## src/rtl/anms_pkg.sv

```systemverilog
package anms_pkg;

  localparam int unsigned MAX_POINTS = 64;
  localparam int unsigned XW   = 16;
  localparam int unsigned SW   = 32;
  localparam int unsigned RW   = 34;
  localparam int unsigned CFGW = 7;

  localparam logic [RW-1:0] RADIUS_INF = {RW{1'b1}};

  typedef struct packed {
    logic [XW-1:0] x;
    logic [XW-1:0] y;
    logic [SW-1:0] s;
    logic          last;
  } point_t;

  typedef enum logic [2:0] {
    ST_LOAD,
    ST_RAD_RD,
    ST_RAD,
    ST_RANK_RD,
    ST_RANK,
    ST_EMIT,
    ST_PASS
  } state_t;

  function automatic logic [SW-1:0] skey(input logic [SW-1:0] s);
    return s ^ {1'b1, {(SW-1){1'b0}}};
  endfunction

endpackage

```

## src/rtl/anms_front.sv

```systemverilog
module anms_front (
  input  logic                  clk,
  input  logic                  rst_n,
  input  logic                  in_valid,
  output logic                  in_ready,
  input  logic [15:0]           in_pos_x,
  input  logic [15:0]           in_pos_y,
  input  logic signed [31:0]    in_strength,
  input  logic                  in_set_end,
  output logic                  q_valid,
  input  logic                  q_ready,
  output anms_pkg::point_t      q_data
);
  import anms_pkg::*;

  // two-entry queue decouples intake from the set processor
  point_t      buf_r [2];
  logic        wp_r, rp_r;
  logic [1:0]  cnt_r;
  logic        push, pop;

  assign in_ready = (cnt_r != 2'd2);
  assign push     = in_valid && in_ready;
  assign q_valid  = (cnt_r != 2'd0);
  assign pop      = q_valid && q_ready;
  assign q_data   = buf_r[rp_r];

  always_ff @(posedge clk) begin
    if (push) begin
      buf_r[wp_r] <= '{x: in_pos_x, y: in_pos_y, s: in_strength, last: in_set_end};
    end
  end

  always_ff @(posedge clk) begin
    if (!rst_n) begin
      wp_r  <= 1'b0;
      rp_r  <= 1'b0;
      cnt_r <= 2'd0;
    end else begin
      if (push) wp_r <= ~wp_r;
      if (pop)  rp_r <= ~rp_r;
      cnt_r <= cnt_r + {1'b0, push} - {1'b0, pop};
    end
  end

endmodule

```

## config.mk

```make
export PLATFORM = sky130hd
export DESIGN_NAME = anms_front
export DESIGN_NICKNAME = d
export VERILOG_FILES = /design/src/rtl/anms_pkg.sv /design/src/rtl/anms_front.sv
export SDC_FILE = /design/constraint.sdc
export NUM_CORES = 1
export LEC_CHECK = 0
export BUFFER_PORTS_ARGS = -buffer_cell sky130_fd_sc_hd__buf_2
export CAP_MARGIN = 15
export CORE_UTILIZATION = 47
export DETAILED_ROUTE_END_ITERATION = 8
export GPL_ROUTABILITY_DRIVEN = 1
export GPL_TIMING_DRIVEN = 0
export MAX_ROUTING_LAYER = met4
export PLACE_DENSITY = 0.8
export SYNTH_ARGS = -nofsm -noshare
export SYNTH_HDL_FRONTEND = slang
export SYNTH_SLANG_ARGS = --single-unit
```

## constraint.sdc

```tcl
create_clock -name clk -period 3.8 [get_ports clk]
set_clock_uncertainty 0.15 [all_clocks]
set_input_delay 0.19 -clock clk [delete_from_list [all_inputs] [get_ports clk]]
set_output_delay 0.19 -clock clk [all_outputs]
set_load 0.005 [all_outputs]
```

### Yosys cells after proc, flatten, opt, wreduce, memory -nomap -nowiden

Memories as Yosys holds them, arrays and structs flattened. A register that Yosys moved wholly into a read port is not among the register bits.
Cells that the tools add are included.

| storage, ports and cells | value |
|---|---|
| memory bits (read-only) | 0 |
| input port bits | 69 |
| logic and storage cells | 16 |
| memory bits (writable) | 130 |
| output and inout bits | 67 |
| memories | 1 |
| flip-flop bits (word level) | 4 |
| bits in latches | 0 |

| operators by class | value |
|---|---|
| equal/unequal tests | 1 |
| $mul | 0 |
| mux-type cells | 4 |
| shifts and indexed selects | 0 |
| div/mod/pow operators | 0 |
| bitwise gates (word level) | 2 |
| $lt $le $gt $ge | 0 |
| add/sub/neg operators | 2 |
| reductions and logical operators | 3 |

Memory list:

| name | words | bits a word | rd ports | clocked after memory_dff | write ports | line | source |
|---|---|---|---|---|---|---|---|
| buf_r | 2 | 65 | 1 | 1 | 1 | anms_front.sv:17 | `point_t buf_r [2];` |

Operator list:

| kind | count |
|---|---|
| $mux W1 | 4 |
| $add A2 B1 Y2 | 1 |
| $logic_and A1 B1 Y1 | 2 |
| $ne A2 B2 Y1 const B | 1 |
| $not A1 Y1 | 2 |
| $reduce_bool A2 Y1 | 1 |
| $sub A2 B1 Y2 | 1 |

### Longest topological paths before layout

| depth | value |
|---|---|
| depth in word-level cells | 4 |
| mapped depth | 8 |
| mapped depth without buffers | 8 |

### Worst setup path before layout

OpenSTA, ideal clock, no wires.

| timing | value |
|---|---|
| path type | reg-to-reg |
| from | reg cnt_r[0] |
| to | mem buf_r[0][0] (netlist bit) (enable) |
| cell stages (with the launch flop) | 4 |
| setup time | 0.488 ns |
| path buffers | 0 |
| arrival | 3.324 ns |
| setup slack | -0.162 ns |
| period minus slack after synthesis | 3.962 ns |
| data required time | 3.162 ns |
| cell sequence | dfxtp_1 -> nand2b_1 -> nand2_1 -> nor2_1 |

| on the way | value |
|---|---|
| cells in the longest elaborated chain, start to end | 4 |

Ends and longest elaborated chain:

| element | line | source |
|---|---|---|
| start: declaration | anms_front.sv:19 | `logic [1:0] cnt_r;` |
| start signal: assignment | anms_front.sv:42 | `cnt_r <= cnt_r + {1'b0, push} - {1'b0, pop};` |
| $ne A2 B2 Y1 | anms_front.sv:22 | `assign in_ready = (cnt_r != 2'd2);` |
| via in_ready | anms_front.sv:5 | `output logic in_ready,` |
| $logic_and A1 B1 Y1 | anms_front.sv:23 | `assign push = in_valid && in_ready;` |
| $mux W1 | anms_front.sv:29 | `if (push) begin` |
| $mux W1 (implied by the code) | anms_front.sv:30 | `buf_r[wp_r] <= '{x: in_pos_x, y: in_pos_y, s: in_strength, last: in_set_end};` |
| end: declaration | anms_front.sv:17 |  |

The timed path passes the listed nets, and every way through them passes these cells.

==> impl_metrics.csv <==
group,metric,value,unit
power,vdd_drop_max,0.000522,V
final_layout,final_util,69.8,%
synthesis,ys_types,18,
clocking,root_buffer,"clkbuf_8",
power,power,4660,µW
final_layout,diodes,0,
synthesis,synth_fp_nets,297,
worst_setup_path,path_class,"register to output pin",
worst_setup_path,reg2reg_depth,2,
global_route,grt_use_met2,31.6,%
synthesis,synth_seq_area_share,78.0,%
power,p_seq_share,41.4,%
global_route,grt-ovfl-total,0,
clocking,clk_pin_slew,0.06,ns
clocking,cts_num_sinks,135,
synthesis,synth_cells,226,
timing,slew_headroom,38.6,%
power,p_int,3580,µW
final_layout,fin_cells,599,
synthesis,netlist.top_cell.by_area,"edfxtp_1",
die,io_pins,136,
timing,finalCritPeriodShare,52.7,%
global_route,grt_pass1_wl,14600,µm
final_layout,area_growth_syn_to_layout,42.4,%
final_layout,multiInputGateArea,1060,µm²
status,status,"completed",
clocking,cts_resized,0,
global_route,grt_use_met3,3.86,%
min_path,hold_path.class,"primary input to register",
place,place_congestion,0.701,
worst_setup_path,end_kind,"output pin",
die,rows,37,
flow_run,cap_viol_max_count,0,
min_path,holdPathEnd,"buf_r[0][1]",
power,power_switching,1090,µW
detailed_routing,wire_per_inst,15.9,µm
clocking,cts_buffers,17,
global_route,use_met1,20.2,%
clocking,cts_hold_buf,68,
worst_setup_path,start_kind,"register",
die,fp.dieArea,11300,µm²
worst_setup_path,r2r_slack,1.88,ns
global_route,grt_most_used_layer,"met2",
clocking,insertion_delay,0.49,ns
final_layout,final_cell_area,7310,µm²
min_path,hp-start,"in_strength[0]",
die,start_util,49.0,%
clocking,clockBufferDepth,2,
power,power.leakage,0.00290,µW
final_layout,nNetsFinal,521,
global_route,antenna_found_initial,0,
detailed_routing,postRouteAntennaNets,0,
synthesis,synthArstFlopShare,0,%
die,die_h,106,µm
place,place_area,6030,µm²
place,dp.cells,499,
worst_setup_path,worstPathMaxFanout,10,
synthesis,synth_area,5130,µm²
final_layout,n_fill_cell,671,
synthesis,synth.most_common_cell,"edfxtp_1",
global_route,grt_max_degree,66,
detailed_routing,vias,2857,
detailed_routing,drt_iter0_drc,98,
timing,setup_violations,0,
final_layout,seq_area,4000,µm²
synthesis,synth_ff_type,"edfxtp_1",
synthesis,synth_top_area_share,76.1,%
global_route,grt_use_total,18.0,%
synthesis,yosys_warnings,0,
power,p_comb_share,23.5,%
worst_setup_path,arrival,1.66,ns
die,fp.coreArea,10500,µm²
place,portBuffers,135,
synthesis,ys_top_cells_by_area,"edfxtp_1 (76%), mux2_4 (15%), mux2_2 (3.3%), dfxtp_1 (2.0%), buf_6 (1.3%)",
die,die-width,106,µm
synthesis,syn_avg_cell_area,22.7,µm²
detailed_routing,wl,9510,µm
final_layout,drive_gt1_share,51.6,%
worst_setup_path,r2r-end,"buf_r[1][1]",
timing,hold_viol,0,
timing,fmax,499,MHz
synthesis,synthTopCellsByCount,"edfxtp_1 (130), mux2_4 (50), mux2_2 (15), buf_6 (6), dfxtp_1 (5)",
worst_setup_path,reg2reg_from,"cnt_r[0]",
clocking,cts_tree,"yes",
power,power_density,638,nW/µm²
place,hpwl,5570,µm
worst_setup_path,crit_required,3.46,ns
power,swShare,23.3,%
timing,holdWs,0.265,ns
timing,drv_slew,0,
synthesis,synth_edf_count,130,
detailed_routing,routed_via_density,4.77,
clocking,post_cts_buffers,0,
global_route,grt_pass1_vias,3055,
clocking,htreeDepth,4,
detailed_routing,drt_pre_antenna_iters,4,
timing,min_period,2.00,ns
synthesis,ys_ff_latch,135,
detailed_routing,drt_drc_violations_left,0,
timing,rsz0062_at_grt,"false",
timing,tightest_slew,0.921,ns
min_path,min_delay_path_depth,2,
power,power_frac_clock,35.1,%
-- state kept, by name (all words and copies together), names as in the netlist, named ones only --
register,flops
rp_r,1
wp_r,1
buf_r,130
cnt_r,2
-- power groups by stage --
stage | registers [µW] | clock network (µW) | logic [µW]
final | 1930 | 1640 | 1090
after global routing | 1950 | 1730 | 1180
after CTS | 1930 | 1660 | 1100
after detailed placement | 1960 | 0 | 1050
after global placement | 1960 | 0 | 1000
after floorplan | 1950 | 0 | 664
-- layer usage --
metal	up-vias	share of wire, %
li1	1341	-
met5	-	0
met4	0	1.7
met2	100	53
met1	1401	41
met3	15	4.1
-- area by class of cell --
class	count	share of cell area (%)
Timing Repair Buffer	205	19.1
Buffer	7	0.993
Multi-Input combinational cell	83	14.5
Clock inverter	9	2.07
Inverter	1	0.0514
Sequential cell	135	54.8
Tap cell	136	2.33
Clock buffer	23	6.11
-- layout by cell type (no fill, tap or decap), drive strengths merged --
cell type / n
mux2i: 1
clkbuf: 23
nor2: 1
xnor2: 3
and3: 1
bufinv: 4
clkinvlp: 1
dlygate4sd3: 68
or2: 1
nor2b: 2
buf: 144
clkinv: 4
mux2: 65
o21a: 1
edfxtp: 130
ha: 2
dfxtp: 5
nand2: 2
nand2b: 2
and2: 2
inv: 1
-- per-stage QoR --
| step | TNS, ns | setup WS, ns |
|---|---|---|
| after floorplan | 0 | 0.925 |
| after global placement | -0.140 | -0.00461 |
| after detailed placement | 0 | 1.86 |
| after CTS | 0 | 1.76 |
| after global routing | 0 | 1.68 |
| final | 0 | 1.80 |
-- worst max path at each step --
stage / startpoint / end / depth (start not counted)
floorplan: cnt_r[0] / buf_r[0][0] / 3
global placement: cnt_r[0] / buf_r[0][57] / 3
detailed placement: cnt_r[0] / buf_r[1][58] / 2
CTS: register / q_data[17] / 4
global route: register / q_data[51] / 4
finish: register / q_data[51] / 4
-- worst max-delay path, stage by stage, from the launching register on --
cell and delay, ns:
dfxtp_1 0.33, buf_6 0.17, buf_6 0.20, mux2_4 0.32, buf_2 0.13
-- cell families after synthesis --
| logic type | Yosys count | share of synthesized area (%) |
|---|---|---|
| AND/OR/NAND/NOR | 11 | 1.20 |
| AO/OA/AOI/OAI | 1 | 0.146 |
| multiplexers | 66 | 18.1 |
| flip-flops | 135 | 78.0 |
| buffers and inverters | 8 | 1.49 |
| adder cells (fa/ha/maj) | 2 | 0.488 |
| XOR/XNOR | 3 | 0.512 |
Power figures use the tool's default switching activity.
